### config.mk
export PLATFORM = sky130hd
export DESIGN_NAME = pur_controller
export DESIGN_NICKNAME = d
export VERILOG_FILES = /design/src/rtl/pur_pkg.sv /design/src/rtl/pur_controller.sv
export SDC_FILE = /design/constraint.sdc
export NUM_CORES = 1
export LEC_CHECK = 0
export ABC_AREA = 0
export BUFFER_PORTS_ARGS = -buffer_cell sky130_fd_sc_hd__buf_2
export CORE_UTILIZATION = 49
export DETAILED_ROUTE_END_ITERATION = 10
export GPL_ROUTABILITY_DRIVEN = 0
export GPL_TIMING_DRIVEN = 0
export PLACE_DENSITY = 0.81
export SETUP_SLACK_MARGIN = 0.05
export SLEW_MARGIN = 15
export SYNTH_ARGS = -nofsm -noshare
export SYNTH_HDL_FRONTEND = slang
export SYNTH_SLANG_ARGS = --single-unit
### constraint.sdc
create_clock -name clk -period 1.8 [get_ports clk]
set_input_delay 0.45 -clock clk [delete_from_list [all_inputs] [get_ports clk]]
set_output_delay 0.45 -clock clk [all_outputs]
set_load 0.05 [all_outputs]
### src/rtl/pur_pkg.sv
// ----------------------------------------------------------------------------
// pur_pkg
// Shared types and constants of the picture unit register port.
// ----------------------------------------------------------------------------
package pur_pkg;

  localparam int PATTERN_BYTES    = 8192;
  localparam int NAME_TABLE_BYTES = 2048;
  localparam int SPRITE_BYTES     = 256;

  localparam int PAT_AW = $clog2(PATTERN_BYTES);
  localparam int NT_AW  = $clog2(NAME_TABLE_BYTES);
  localparam int SPR_AW = $clog2(SPRITE_BYTES);

  // access commands
  localparam logic [2:0] CMD_REG_READ    = 3'd0;
  localparam logic [2:0] CMD_REG_WRITE   = 3'd1;
  localparam logic [2:0] CMD_SET_VBLANK  = 3'd2;
  localparam logic [2:0] CMD_CLR_VBLANK  = 3'd3;
  localparam logic [2:0] CMD_LOAD_PATTERN = 3'd4;

  // register indexes
  localparam logic [2:0] REG_CTRL   = 3'd0;
  localparam logic [2:0] REG_MASK   = 3'd1;
  localparam logic [2:0] REG_STATUS = 3'd2;
  localparam logic [2:0] REG_OAMADR = 3'd3;
  localparam logic [2:0] REG_OAMDAT = 3'd4;
  localparam logic [2:0] REG_SCROLL = 3'd5;
  localparam logic [2:0] REG_ADDR   = 3'd6;
  localparam logic [2:0] REG_DATA   = 3'd7;

  // configuration register indexes
  localparam logic CFG_VERT_MIRROR = 1'b0;
  localparam logic CFG_PAT_WRITE   = 1'b1;

  localparam logic [13:0] PALETTE_BASE = 14'h3F00;

  typedef enum logic [1:0] {
    ST_CLEAR,
    ST_IDLE,
    ST_EXEC
  } state_t;

  typedef struct packed {
    logic              accept;
    logic              exec;
    logic              clear;
    logic [PAT_AW-1:0] clear_addr;
  } dp_cmd_t;

  typedef struct packed {
    logic out_free;
  } dp_status_t;

endpackage

### src/rtl/pur_controller.sv
// ----------------------------------------------------------------------------
// pur_controller
// Sequencer: memory clearing sweep after reset, then accept / execute.
// ----------------------------------------------------------------------------
module pur_controller (
  input  logic                clk,
  input  logic                rst_n,
  input  logic                in_valid,
  output logic                in_stall,
  input  pur_pkg::dp_status_t status,
  output pur_pkg::dp_cmd_t    cmd
);
  import pur_pkg::*;

  state_t            state_r, state_nxt;
  logic [PAT_AW-1:0] clr_cnt_r, clr_cnt_nxt;

  always_ff @(posedge clk) begin
    if (!rst_n) begin
      state_r   <= ST_CLEAR;
      clr_cnt_r <= '0;
    end else begin
      state_r   <= state_nxt;
      clr_cnt_r <= clr_cnt_nxt;
    end
  end

  always_comb begin
    state_nxt   = state_r;
    clr_cnt_nxt = clr_cnt_r;
    case (state_r)
      ST_CLEAR: begin
        clr_cnt_nxt = clr_cnt_r + 1'b1;
        if (&clr_cnt_r) state_nxt = ST_IDLE;
      end
      ST_IDLE: begin
        if (in_valid) state_nxt = ST_EXEC;
      end
      ST_EXEC: begin
        if (status.out_free) state_nxt = ST_IDLE;
      end
      default: state_nxt = ST_CLEAR;
    endcase
  end

  always_comb begin
    cmd.accept     = 1'b0;
    cmd.exec       = 1'b0;
    cmd.clear      = 1'b0;
    cmd.clear_addr = clr_cnt_r;
    in_stall       = 1'b1;
    case (state_r)
      ST_CLEAR: cmd.clear = 1'b1;
      ST_IDLE: begin
        in_stall   = 1'b0;
        cmd.accept = in_valid;
      end
      ST_EXEC: cmd.exec = status.out_free;
      default: in_stall = 1'b1;
    endcase
  end

  a_accept_then_exec: assert property (@(posedge clk) disable iff (!rst_n)
    cmd.accept |=> state_r == ST_EXEC) else $error("accept not followed by exec");
  a_exec_needs_slot: assert property (@(posedge clk) disable iff (!rst_n)
    cmd.exec |-> status.out_free) else $error("exec with output busy");
  a_no_accept_clear: assert property (@(posedge clk) disable iff (!rst_n)
    cmd.clear |-> !cmd.accept && !cmd.exec) else $error("work during clear");

endmodule

**Word-level counts from Yosys, hierarchy flattened**

Cells that the tools add are included.

- Flip-flop bits (word level): 15
- Input bits: 4
- Output and inout bits: 17

- Add/subtract/negate cells: 1
- Eq/ne operators: 5
- Muxes and demuxes: 8
- Reduce and logical (&&, ||, !) cells: 3

Operator list:

| operator | count |
|---|---|
| 13-bit by 1-bit adder with 13-bit output (second input constant) | 1 |
| 13-bit AND reduction | 1 |
| 2-bit two-way mux | 3 |
| 2-bit != test (second input constant) | 3 |
| 2-bit one-hot mux with 3 select lines | 1 |
| 1-bit two-way mux | 4 |
| 3-bit AND reduction | 1 |
| 2-bit by 1-bit == test with 1-bit output (second input constant) | 1 |
| 2-bit == test (second input constant) | 1 |
| 2-bit logical NOT | 1 |

**Depth between registers and ports, before layout**

- Word-level depth: 3
- Mapped depth: 5
- Mapped depth without buffers: 4

**Worst setup path after synthesis**

OpenSTA, ideal clock, no wires.

- Path kind: reg-to-output
- Start: register state_r[1]
- End: output port cmd[15] in the netlist's numbering
- Data arrival time: 1556 ps
- Required time: 1350 ps
- Slack: -206 ps
- Stages on the path, launching flop included: 3
- Path buffers: 0
- Cell sequence: dfxtp_1 > nand2b_1 > nor2_1

RTL lines:

| item | RTL line | source |
|---|---|---|
| from (decl) | pur_controller.sv:15 | `state_t state_r, state_nxt;` |
| from (signal assigned) | pur_controller.sv:23 | `state_r <= state_nxt;` |
| to (decl) | pur_controller.sv:11 | `output pur_pkg::dp_cmd_t cmd` |

==> metrics <==
setup slack after layout=0.09943 ns; Die Ht=41.21 µm; syn nets=92; post-synth top area cell=dfxtp_1; later-pin clock latency in the skew report=0.29 ns; met3 Track Usage GR=3.261%; layout overhead on the synthesized area=23.59%; slew margin rel.=70.11%; Setup Buffers After CTS=0; top cells by count, synth=dfxtp_1 (15), a21oi_1 (9), inv_1 (8), nand2_1 (7), nand2b_1 (6); Pwr Total=597.4 µW; Placed Cells=122; Die X=41.21 µm; Final Hold Fails=0; RR Startpoint=clr_cnt_r[0]; Post-Route WL=1491 µm; # nets final=117; crit end category=primary output; via count=695; Place WS=0.2293 ns; slowest stage delay, CP=0.38 ns; Slew Viols, Final=0; CTS tree=yes; DR vias/cell=5.516; YS warnings=0; flop and latch count out of synthesis=15; Pleak=0.3728 nW; final period utilization=94.48%; setup TNS=0 ns; CTS root buffer=clkbuf_4; CP Class=register to primary output; site row count=13; Seq/Total Area, Yosys=39.87%; FFs w/ async S/R, synth=0%; min-delay worst type=primary input to register; Post-Syn Instances=87; outcome=finished, final reports clean; GRT busiest layer=met2; H-Tree Depth=1; crit-path cells=or2_1, buf_6, inv_4, buf_8; RSZ-0062 raised after global routing=no; clock buffer count from CTS=3; RR Endpoint=state_r[0]; initial antenna violation count=0; PwrDens=641.7 mW/mm²; top cells by area, synth=dfxtp_1 (40%), a21oi_1 (6.0%), nand2b_1 (5.0%); CP Launch Type=register; Clock transition at path regs=0.09 ns; max_cap viols=0; Peak Freq=588.0 MHz; # IOs=21; mean post-synth cell area=8.658 µm²; IO buf count=20; drt pass-1 iters=4; DRC Markers=0; Setup crit end=cmd[13]; Initial Util=55.13%; Starting DRT DRC Count=12; Peak supply drop=0.4154 mV; endpoints failing setup=0; GR Layer Usage met1=22.88%; FF-to-FF path depth=4; Post-Route Skew=0.009130 ns; Detailed Place HPWL=1097 µm; clk sinks=15; number of enable flip-flop cells after synthesis=0; proportion of netlist area held by the largest area contributor=39.87%; synth unique cells=26; drt wl/cell=11.83 µm; share of cells above drive strength 1=35.14%; DRT antenna net count=0; ANT cells=0; pin count of the biggest net entering global routing=11; mapped cell area=753.2 µm²; fin crit period=1.701 ns; Overflow after GRT=0; first-pass GRT wire length=2139 µm; most frequent cell after synthesis=dfxtp_1; slowest CP cell=dfxtp_4; CORE AREA=0.001366 mm²; CP Max Fanout=8; die area=0.001698 mm²; ys flop type=dfxtp_1; Max Root-Sink Buffers=2; Layout Cells excl Fill=126; CP arrival=1.25 ns; Worst setup startpoint=state_r[1]; vias in the first global route=518; worst slew pin tran=0.4483 ns; met2 Resource Use GR=33.59%; worst endpoint required time=1.35 ns; All-Layer GR Usage=20.13%; internal reg-to-reg setup slack=0.22 ns
stage by stage:
stage	hold WS (ns)	util, %	instance area [µm²]
floorplan	0.5205	-	767.0
global placement	0.4642	64.84	885.9
detailed placement	0.4722	64.84	885.9
CTS	0.4349	67.49	922.1
global route	0.4397	68.13	930.9
finish	0.4391	68.13	930.9
report_power, final:
part           leakage, nW  internal (mW)  switching [mW]
logic                0.230         0.0170          0.0425
clock network       0.0177         0.0825           0.110
registers            0.125          0.337         0.00806
total                0.373          0.437           0.161
sequential cells by signal (all words and copies together), names as in the netlist:
signal,cells
state_r,2
clr_cnt_r,13
layout make-up:
class	instances	area, µm²
Sequential cell	15	311.5
Clock inverter	1	5.005
Tap cell	15	18.77
Buffer	3	20.02
Timing Repair Buffer	20	110.1
Fill cell	128	435.4
Clock buffer	3	22.52
Inverter	8	32.53
Multi-Input combinational cell	61	410.4
placed cells by master, fill, tap and decap left out, drive strengths merged, types with 2 or more instances in the layout:
master and n:
nor3b 2, or3 2, buf 21, nor2 4, nand4 3, inv 8, xnor2 2, nand2 7
nand2b 6, dfxtp 15, nand3 3, or4 5, a21oi 9, o21ai 2, clkbuf 5, nor4 3
o31ai 4, mux2i 3
critical path, delay by kind of cell (launching register included):
kind                   cells  cell delay, ns
AND/OR/NAND/NOR            1            0.24
flip-flops                 1            0.38
buffers and inverters      3            0.35
kinds of logic after synthesis:
kind of cell / Yosys count / synth area share, %
fa+ha+maj: 1 / 1.661
simple gates: 37 / 30.07
compound gates: 18 / 15.45
mux: 3 / 3.987
buf+inv: 11 / 6.643
xor+xnor: 2 / 2.326
flops: 15 / 39.87
routing by layer:
| layer | routed length (µm) | part of all wire (%) |
|---|---|---|
| met4 | 25 | 1.7 |
| met1 | 717 | 48 |
| met3 | 50 | 3.4 |
| met5 | 0 | 0 |
| met2 | 698 | 47 |
timing repair:
| item | 4_1_cts | 5_1_grt |
|---|---|---|
| endpoints found under the setup margin | 1 | 1 |
| hold buffers | 0 | 0 |
| resized for setup | 5 | 3 |
how the worst min path moves through the flow:
stage	startpoint	end	slack, ns	depth (start not counted)
CTS	rst_n	state_r[1]	0.43	2
global placement	clr_cnt_r[1]	clr_cnt_r[1]	0.46	2
floorplan	state_r[1]	state_r[0]	0.52	1
detailed placement	clr_cnt_r[11]	clr_cnt_r[11]	0.47	2
finish	rst_n	state_r[1]	0.44	2
global route	rst_n	state_r[1]	0.44	2
Note: power is estimated with default switching activity, not from simulation.
